### config.mk
export PLATFORM = sky130hd
export DESIGN_NAME = cmdline_language_key_matcher_top
export DESIGN_NICKNAME = d
export VERILOG_FILES = /design/src/design/lkm_pkg.sv /design/src/design/lkm_scan.sv /design/src/design/cmdline_language_key_matcher_top.sv
export SDC_FILE = /design/constraint.sdc
export NUM_CORES = 1
export LEC_CHECK = 0
export ABC_AREA = 1
export BUFFER_PORTS_ARGS = -buffer_cell sky130_fd_sc_hd__buf_2
export CORE_MARGIN = 2
export CORE_UTILIZATION = 50
export DETAILED_ROUTE_END_ITERATION = 12
export HOLD_SLACK_MARGIN = 0.06
export PLACE_DENSITY_LB_ADDON = 0.05
export SLEW_MARGIN = 15
export SYNTH_ARGS = -nofsm -noshare
export SYNTH_HDL_FRONTEND = slang
export SYNTH_SLANG_ARGS = --single-unit
### constraint.sdc
create_clock -name clk -period 4 [get_ports clk]
set_input_delay 0.8 -clock clk [delete_from_list [all_inputs] [get_ports clk]]
set_output_delay 0.8 -clock clk [all_outputs]
set_load 0.02 [all_outputs]
### src/design/lkm_pkg.sv
package lkm_pkg;

	localparam int unsigned KEY_LENGTH_DEF = 10;
	localparam int unsigned KEY_SLOTS      = 16;
	localparam int unsigned CODE_COUNT     = 13;
	localparam int unsigned IDX_W          = 4;
	localparam int unsigned CNT_W          = 4;

	localparam logic [7:0] CHAR_END   = 8'h00;
	localparam logic [7:0] CHAR_SPACE = 8'h20;
	localparam logic [7:0] CHAR_UP_A  = 8'h41;
	localparam logic [7:0] CHAR_UP_Z  = 8'h5A;
	localparam logic [7:0] CASE_GAP   = 8'h20;

	// key bytes, unused slots hold zero so no nonzero byte matches there
	localparam logic [7:0] KEY_BYTES [KEY_SLOTS] = '{
		8'h70, 8'h74, 8'h6F, 8'h73, 8'h2E, 8'h6C, 8'h61, 8'h6E,
		8'h67, 8'h3D, 8'h00, 8'h00, 8'h00, 8'h00, 8'h00, 8'h00
	};

	// two-letter codes: us de fr cz gr es fi sg ru it uk no se
	localparam logic [15:0] CODE_TABLE [CODE_COUNT] = '{
		16'h7573, 16'h6465, 16'h6672, 16'h637A, 16'h6772, 16'h6573, 16'h6669,
		16'h7367, 16'h7275, 16'h6974, 16'h756B, 16'h6E6F, 16'h7365
	};

	typedef enum logic [2:0] {
		PH_KEY,
		PH_FIRST,
		PH_SECOND,
		PH_TERM,
		PH_DONE
	} phase_t;

	typedef struct packed {
		logic             found;
		logic [IDX_W-1:0] index;
	} scan_result_t;

	function automatic logic [7:0] fold_case(input logic [7:0] c);
		logic [7:0] r;
		r = c;
		if (c >= CHAR_UP_A && c <= CHAR_UP_Z) begin
			r = c + CASE_GAP;
		end
		return r;
	endfunction

	// lowest table position wins
	function automatic scan_result_t code_lookup(input logic [7:0] first,
			input logic [7:0] second);
		scan_result_t r;
		r.found = 1'b0;
		r.index = '0;
		for (int i = CODE_COUNT - 1; i >= 0; i--) begin
			if (CODE_TABLE[i] == {first, second}) begin
				r.found = 1'b1;
				r.index = IDX_W'(i);
			end
		end
		return r;
	endfunction

endpackage

### src/design/lkm_scan.sv
module lkm_scan #(
	parameter int unsigned KEY_LENGTH = lkm_pkg::KEY_LENGTH_DEF
) (
	input  logic                 clk,
	input  logic                 arst_n,
	input  logic                 step,
	input  logic [7:0]           char_in,
	output lkm_pkg::scan_result_t result
);
	import lkm_pkg::*;

	phase_t           phase_q, phase_d;
	logic             pws_q, pws_d;
	logic             matching_q, matching_d;
	logic [CNT_W-1:0] cnt_q, cnt_d;
	logic [7:0]       first_q, first_d;
	scan_result_t     held_q, held_d;

	logic             is_end, is_space, key_hit, start_hit;
	logic [CNT_W:0]   cnt_inc;
	logic [7:0]       folded;
	scan_result_t     lookup;

	assign is_end    = (char_in == CHAR_END);
	assign is_space  = (char_in == CHAR_SPACE);
	assign key_hit   = matching_q && (char_in == KEY_BYTES[cnt_q]);
	assign start_hit = pws_q && (char_in == KEY_BYTES[0]);
	assign cnt_inc   = {1'b0, cnt_q} + (CNT_W+1)'(1);
	assign folded    = fold_case(char_in);
	assign lookup    = code_lookup(first_q, folded);

	// result as seen at an end byte
	always_comb begin
		result.found = held_q.found && (phase_q == PH_TERM || phase_q == PH_DONE);
		result.index = result.found ? held_q.index : '0;
	end

	// phase sequencing
	always_comb begin
		phase_d = phase_q;
		if (is_end) begin
			phase_d = PH_KEY;
		end else begin
			unique case (phase_q)
				PH_KEY: begin
					if (key_hit) begin
						if (cnt_inc >= (CNT_W+1)'(KEY_LENGTH)) phase_d = PH_FIRST;
					end else if (!is_space && start_hit) begin
						if (KEY_LENGTH <= 1) phase_d = PH_FIRST;
					end
				end
				PH_FIRST:  phase_d = PH_SECOND;
				PH_SECOND: phase_d = PH_TERM;
				PH_TERM:   phase_d = PH_DONE;
				PH_DONE:   phase_d = PH_DONE;
				default:   phase_d = PH_KEY;
			endcase
		end
	end

	// datapath updates
	always_comb begin
		pws_d      = pws_q;
		matching_d = matching_q;
		cnt_d      = cnt_q;
		first_d    = first_q;
		held_d     = held_q;
		if (is_end) begin
			pws_d      = 1'b1;
			matching_d = 1'b0;
			cnt_d      = '0;
			first_d    = '0;
			held_d     = '0;
		end else begin
			unique case (phase_q)
				PH_KEY: begin
					if (key_hit) begin
						cnt_d = cnt_inc[CNT_W-1:0];
						if (cnt_inc >= (CNT_W+1)'(KEY_LENGTH)) matching_d = 1'b0;
					end else begin
						matching_d = 1'b0;
						if (is_space) begin
							pws_d = 1'b1;
						end else begin
							if (start_hit) begin
								matching_d = (KEY_LENGTH > 1);
								cnt_d      = CNT_W'(1);
							end
							pws_d = 1'b0;
						end
					end
				end
				PH_FIRST:  first_d = folded;
				PH_SECOND: held_d  = lookup;
				PH_TERM: begin
					if (!is_space) held_d = '0;
				end
				default: begin
				end
			endcase
		end
	end

	always_ff @(posedge clk or negedge arst_n) begin
		if (!arst_n) begin
			phase_q    <= PH_KEY;
			pws_q      <= 1'b1;
			matching_q <= 1'b0;
			cnt_q      <= '0;
			first_q    <= '0;
			held_q     <= '0;
		end else if (step) begin
			phase_q    <= phase_d;
			pws_q      <= pws_d;
			matching_q <= matching_d;
			cnt_q      <= cnt_d;
			first_q    <= first_d;
			held_q     <= held_d;
		end
	end

endmodule

### src/design/cmdline_language_key_matcher_top.sv
// channel | handshake            | payload
// --------+----------------------+---------------------------
// in      | in_valid / in_ready  | char_byte
// out     | out_valid / out_ready| found, country_index
//
// one item per cycle sustained unless an end byte waits on a stalled output;
// an item waits in the input register and the scan state updates as it leaves it
// only the zero end byte makes a result; it loads the output register and
// returns the scan state to its line-start values
// asynchronous active-low reset clears the input stage, scan state and output valid
// a stalled output holds only end bytes; bytes behind a held end byte wait too
module cmdline_language_key_matcher_top #(
	parameter int unsigned KEY_LENGTH = lkm_pkg::KEY_LENGTH_DEF
) (
	input  logic                      clk,
	input  logic                      arst_n,
	input  logic                      in_valid,
	output logic                      in_ready,
	input  logic [7:0]                char_byte,
	output logic                      out_valid,
	input  logic                      out_ready,
	output logic                      found,
	output logic [lkm_pkg::IDX_W-1:0] country_index
);
	import lkm_pkg::*;

	// input register
	logic         valid_s1;
	logic [7:0]   char_s1;
	logic         end_s1;
	logic         advance;

	// result register
	logic             out_valid_q;
	logic             found_q;
	logic [IDX_W-1:0] index_q;

	scan_result_t     scan_res;

	assign end_s1 = (char_s1 == CHAR_END);

	// an end byte needs a free (or freeing) result slot, other bytes never wait in the input register
	assign advance  = valid_s1 && (!end_s1 || !out_valid_q || out_ready);
	assign in_ready = !valid_s1 || advance;

	always_ff @(posedge clk or negedge arst_n) begin
		if (!arst_n) begin
			valid_s1 <= 1'b0;
		end else if (in_valid && in_ready) begin
			valid_s1 <= 1'b1;
		end else if (advance) begin
			valid_s1 <= 1'b0;
		end
	end

	always_ff @(posedge clk) begin
		if (in_valid && in_ready) begin
			char_s1 <= char_byte;
		end
	end

	// per-byte token and key tracking
	lkm_scan #(
		.KEY_LENGTH(KEY_LENGTH)
	) u_scan (
		.clk     (clk),
		.arst_n  (arst_n),
		.step    (advance),
		.char_in (char_s1),
		.result  (scan_res)
	);

	// result register, loaded by an end byte
	always_ff @(posedge clk or negedge arst_n) begin
		if (!arst_n) begin
			out_valid_q <= 1'b0;
		end else if (advance && end_s1) begin
			out_valid_q <= 1'b1;
		end else if (out_ready) begin
			out_valid_q <= 1'b0;
		end
	end

	always_ff @(posedge clk) begin
		if (advance && end_s1) begin
			found_q <= scan_res.found;
			index_q <= scan_res.index;
		end
	end

	assign out_valid     = out_valid_q;
	assign found         = found_q;
	assign country_index = index_q;

`ifndef SYNTH
	// a result only appears after an end byte left the input register
	a_result_from_end: assert property (@(posedge clk) disable iff (!arst_n)
		$rose(out_valid_q) |-> $past(advance && end_s1))
		else $error("result without end item");

	// a held input item stays put until it advances
	a_s1_hold: assert property (@(posedge clk) disable iff (!arst_n)
		valid_s1 && !advance |=> valid_s1 && $stable(char_s1))
		else $error("input stage lost an item");

	// not found always reports index zero
	a_index_zero: assert property (@(posedge clk) disable iff (!arst_n)
		out_valid_q && !found_q |-> index_q == '0)
		else $error("index set without found");

	// index stays inside the code table
	a_index_range: assert property (@(posedge clk) disable iff (!arst_n)
		out_valid_q |-> index_q <= IDX_W'(CODE_COUNT - 1))
		else $error("index beyond code table");
`endif

endmodule

# Word level (Yosys, flattened, before mapping)
# Memories as Yosys holds them, arrays and structs flattened.
# Cells that the tools add are included.
[classes]
add_sub_neg = 2
mul = 0
div_mod_pow = 0
order_cmp = 4
eq_ne = 26
shift = 0
mux = 44
bitwise_logic = 1
reduce_logical = 29
[op_table]
columns = ["operator", "n"]
rows = [
  ["== test 15 x 16 -> 1 bit (first input constant)", 13],
  ["two-way mux 5 bit", 15],
  ["two-way mux 8 bit", 5],
  ["two-way mux 4 bit", 5],
  ["two-way mux 1 bit", 14],
  ["case mux 3 bit (4 select lines)", 1],
  ["AND reduction 3 bit", 4],
  ["case mux 5 bit (2 select lines)", 1],
  ["two-way mux 3 bit", 3],
  ["!= test 3 bit (second input constant)", 3],
  ["adder 8 x 6 -> 8 bit (second input constant)", 1],
  ["== test 8 x 6 -> 1 bit (second input constant)", 1],
  ["== test 8 x 7 -> 1 bit (second input constant)", 1],
  ["== test 8 bit", 1],
  ["greater-or-equal comparator 8 x 7 -> 1 bit (second input constant)", 1],
  ["less-or-equal comparator 8 x 7 -> 1 bit (second input constant)", 1],
  ["logical NOT 8 bit", 1],
  ["nonzero test 2 bit", 4],
  ["logical AND 1 bit", 7],
  ["== test 3 x 2 -> 1 bit (second input constant)", 2],
  ["!= test 3 x 2 -> 1 bit (second input constant)", 2],
  ["nonzero test 3 bit", 2],
  ["adder 4 x 1 -> 5 bit (second input constant)", 1],
  ["greater-or-equal comparator 5 x 4 -> 1 bit (second input constant)", 1],
  ["other kinds (11)", 16],
]
[word_totals]
regBits = 37
latchBits = 0
mem_bits_rw = 0
romBits = 128
input_bits = 12
elab_cells = 119
n_memories = 1
[memory_table]
columns = ["name", "depth", "word_bits", "read_ports", "rd_clocked_by_memory_dff", "write_ports", "line", "source"]
rows = [
  ["(name not given)", 16, 8, 1, 0, 0, "lkm_scan.sv:26", "assign key_hit = matching_q && (char_in == KEY_BYTES[cnt_q]);"],
]

# Depth between registers and ports, before layout
[depth]
depth_word = 19
ltp_mapped = 18

# Cells and area by module
# From an unflattened synthesis, not the netlist that was laid out.
[hier_totals]
cells_unflattened = 351
area_unflattened_um2 = 2489.9
[by_module_without_submodules]
columns = ["mod", "n_inst", "cells_per_inst", "area_each_um2"]
rows = [
  ["lkm_scan", 1, 317, 1961.9],
  ["cmdline_language_key_matcher_top", 1, 34, 528.0],
]

# Worst setup path after synthesis
# Ideal clock, no wire load.
[synth_path]
path_type = "register to output"
startpoint = "register char_s1[3]"
endpoint = "output in_ready"
arrival_time_ps = 1423
required_time_ps = 3200
slack_ps = 1777
path_stages_with_launch = 7
cell_sequence = "edfxtp_1 -> buf_6 -> nor2_4 -> nand2_2 -> nor3_2 -> buf_4 -> nand4_1"
[synth_via]
elab_chain_len = 6
[synth_lines]
columns = ["element", "line", "source"]
rows = [
  ["start: declaration", "cmdline_language_key_matcher_top.sv:29", "logic [7:0] char_s1;"],
  ["start signal: assignment", "cmdline_language_key_matcher_top.sv:58", "char_s1 <= char_byte;"],
  ["logical NOT 8 bit", "cmdline_language_key_matcher_top.sv:40", "assign end_s1 = (char_s1 == CHAR_END);"],
  ["logical NOT 1 bit", "cmdline_language_key_matcher_top.sv:43", "assign advance = valid_s1 && (!end_s1 || !out_valid_q || out_ready);"],
  ["logical OR 1 bit (2 in series)", "cmdline_language_key_matcher_top.sv:43", ""],
  ["logical AND 1 bit", "cmdline_language_key_matcher_top.sv:43", ""],
  ["logical OR 1 bit", "cmdline_language_key_matcher_top.sv:44", "assign in_ready = !valid_s1 || advance;"],
  ["end: declaration", "cmdline_language_key_matcher_top.sv:18", "output logic in_ready,"],
]
# No other way between the ends.

# Worst setup path after layout
[layout_path]
startpoint = "register char_s1[1]"
endpoint = "output in_ready"
# Same word-level chain as after synthesis.

==> results_dict.tcl <==
set metrics [dict create \
    drtAntennaViolNets 0 \
    final_util_pct 57.9 \
    nets 390 \
    die_area_um2 5530 \
    slowest_stage "edfxtp_1" \
    crit_required_ps 3200 \
    cts_buffers 5 \
    cp_num_buf_inv 2 \
    drt_first_pass_iters 5 \
    postCtsSetupBuffers 0 \
    reg2reg_from "char_s1[3]" \
    startpoint_type "flop" \
    stdcell_count 440 \
    grt_start_max_net_pins 25 \
    io_buffer_count 18 \
    hold-worst-slack_ps 487 \
    ys_seq_area_share_pct 40.1 \
    crit_end "in_ready" \
    antenna_found_initial 0 \
    cp_max_fo 12 \
    critPathArrivalTime_ps 1900 \
    path_cells "nor2_1 -> nand2_2 -> nor3_2 -> buf_4 -> nand4_1 -> buf_2" \
    rows 25 \
    syn_nets 368 \
    first_global_vias 2057 \
    htreeDepth 2 \
    drc_errors 0 \
    max-slew-margin-rel_pct 63.4 \
    cts_root_buffer "clkbuf_8" \
    dpl.hpwl_um 4230 \
    ir_drop_mv 0.294 \
    gp_congestion 0.910 \
    grt_pass1_wl_um 9140 \
    cts_buffer_depth 2 \
    crit_family "simple AND/OR/NAND/NOR gates" \
    fp.coreArea_um2 4750 \
    initial_core_util_pct 52.1 \
    placed_cells 432 \
    pwr_density_cell_nw_per_um2 329 \
    wl_um 5400 \
    path_depth 6 \
    clk_pin_slew_ps 80 \
    fin_ws_ps 1300 \
    place_area_um2 2620 \
    hold_buffers 0 \
    drive_gt1_share_pct 12.6 \
    ys_ff_latch 37 \
    pre_cts_slack_ps 1630 \
    skew_ps 11.6 \
    end_kind "output port" \
    finalCritPeriodShare_pct 67.6 \
    final_area_um2 2750 \
    wire_per_inst_um 12.3 \
    r2r_setup_slack_ps 1670 \
    ctsResizeCount 0 \
    leakagePower_nw 1.37 \
    clk_latency_ps 300 \
    worst_pin_slew_ps 544 \
    worst_hold_path_type "in2async" \
    routed_via_density 5.14 \
    total_power_mw 0.907 \
    critPathLaunch "char_s1[1]" \
    synth_edf_count 13 \
    synth_cell_types 29 \
    reg2reg_to "u_scan.held_q[2]" \
    finalCriticalPeriod_ps 2700 \
    rsz0062_at_grt "false" \
    insertedDiodeCount 0 \
    synth_warnings 0 \
    dieWidth_um 74.4 \
    crit_type "reg2out" \
    max_cap_violations 0 \
    cp_slowest_stage_delay_ps 510 \
    ioPinCount 19 \
    cts_num_sinks 37 \
    ys.flop_type "dfrtp_1" \
    hold_viol_final 0 \
    reg2regPathDepth 15 \
    synthArstFlopShare_pct 64.9 \
    grt_usage_pct 21.9 \
    drt_iter0_drc 157 \
    syn_inst 350 \
    fin_tns_setup_ps 0 \
    setup_violations 0 \
    drv_slew 0 \
    grt_overflow_total 0 \
    vias 2261 \
    die_h_um 74.4 \
    run_status "complete, no violations" \
    maxClockFrequency_mhz 370 \
    tritoncts "yes" \
    syn_area_um2 2470 \
    syn_area_per_cell_um2 7.07 \
    area_growth_pct 11.3 \
]
## state kept, by name, indices dropped and copies added, names as in the netlist
name	count
char_s1	8
u_scan.first_q	8
u_scan.held_q	5
country_index	4
u_scan.cnt_q	4
u_scan.phase_q	3
found	1
out_valid	1
u_scan.matching_q	1
u_scan.pws_q	1
valid_s1	1
## per-layer routing
metal  share of wire [%]  GRT usage, %
met5                   0             0
met2                  46          35.6
met1                  47          29.0
met3                 5.3          4.34
met4                 1.6          8.33
## final cells by class
| class | instances | area [um2] |
|---|---|---|
| tap | 67 | 83.8 |
| fill | 468 | 2000 |
| inverter | 51 | 191 |
| clock inverter | 2 | 38.8 |
| clock buffer | 6 | 93.8 |
| timing repair buffer | 20 | 105 |
| sequential | 37 | 992 |
| multi-input combinational | 257 | 1250 |
## cells in the final DEF, fill, tap and decap left out, types with 2 or more instances in the layout
master	instances
a21oi_1	7
nand2_1	98
edfxtp_1	13
nor2_2	3
o21ai_1	3
nor3_1	7
nor4_1	5
inv_1	46
buf_2	18
ha_1	6
nand4_1	15
dfrtp_1	23
inv_2	4
clkbuf_8	5
buf_4	2
nand3_1	21
nand2_2	4
nor2_1	49
nor2_4	3
xor2_1	5
o21ai_0	25
## Yosys cell counts, drive strengths merged, types with 5 or more instances
| cell type | instances | share of area (%) |
|---|---|---|
| nand2 | 102 | 16 |
| nor2 | 55 | 9.6 |
| inv | 50 | 7.6 |
| o21ai | 28 | 5.7 |
| dfrtp | 23 | 23 |
| nand3 | 21 | 4.2 |
| nand4 | 15 | 3.8 |
| edfxtp | 13 | 16 |
| nor3 | 9 | 2.5 |
| a21oi | 7 | 1.4 |
| ha | 6 | 3.0 |
| buf | 5 | 1.7 |
| nor4 | 5 | 1.3 |
| xor2 | 5 | 1.8 |
## worst min-delay path by stage
stage                     startpoint  cells past startpoint  slack (ps)           endpoint
detailed placement  u_scan.held_q[0]                      2         470   u_scan.held_q[0]
global route        u_scan.held_q[0]                      2         510   u_scan.held_q[0]
floorplan           u_scan.held_q[0]                      2         450   u_scan.held_q[0]
finish                        arst_n                      1         490  u_scan.first_q[1]
CTS                 u_scan.held_q[0]                      2         490   u_scan.held_q[0]
global placement    u_scan.held_q[2]                      2         470   u_scan.held_q[2]
## cells by family after synthesis
| family | after synthesis | share of synthesized area, % |
|---|---|---|
| adder cells (fa/ha/maj) | 6 | 3.03 |
| buffers and inverters | 56 | 9.45 |
| AO/OA/AOI/OAI | 37 | 7.89 |
| AND/OR/NAND/NOR | 209 | 37.8 |
| XOR/XNOR | 5 | 1.77 |
| flip-flops | 37 | 40.1 |
## where the power goes
group	total (mW)	internal [mW]	leakage, nW	switching, mW
Clock	0.369	0.226	0.0669	0.143
Sequential	0.432	0.411	0.432	0.0215
Combinational	0.106	0.0318	0.875	0.0744
Power figures use the tool's default switching activity.
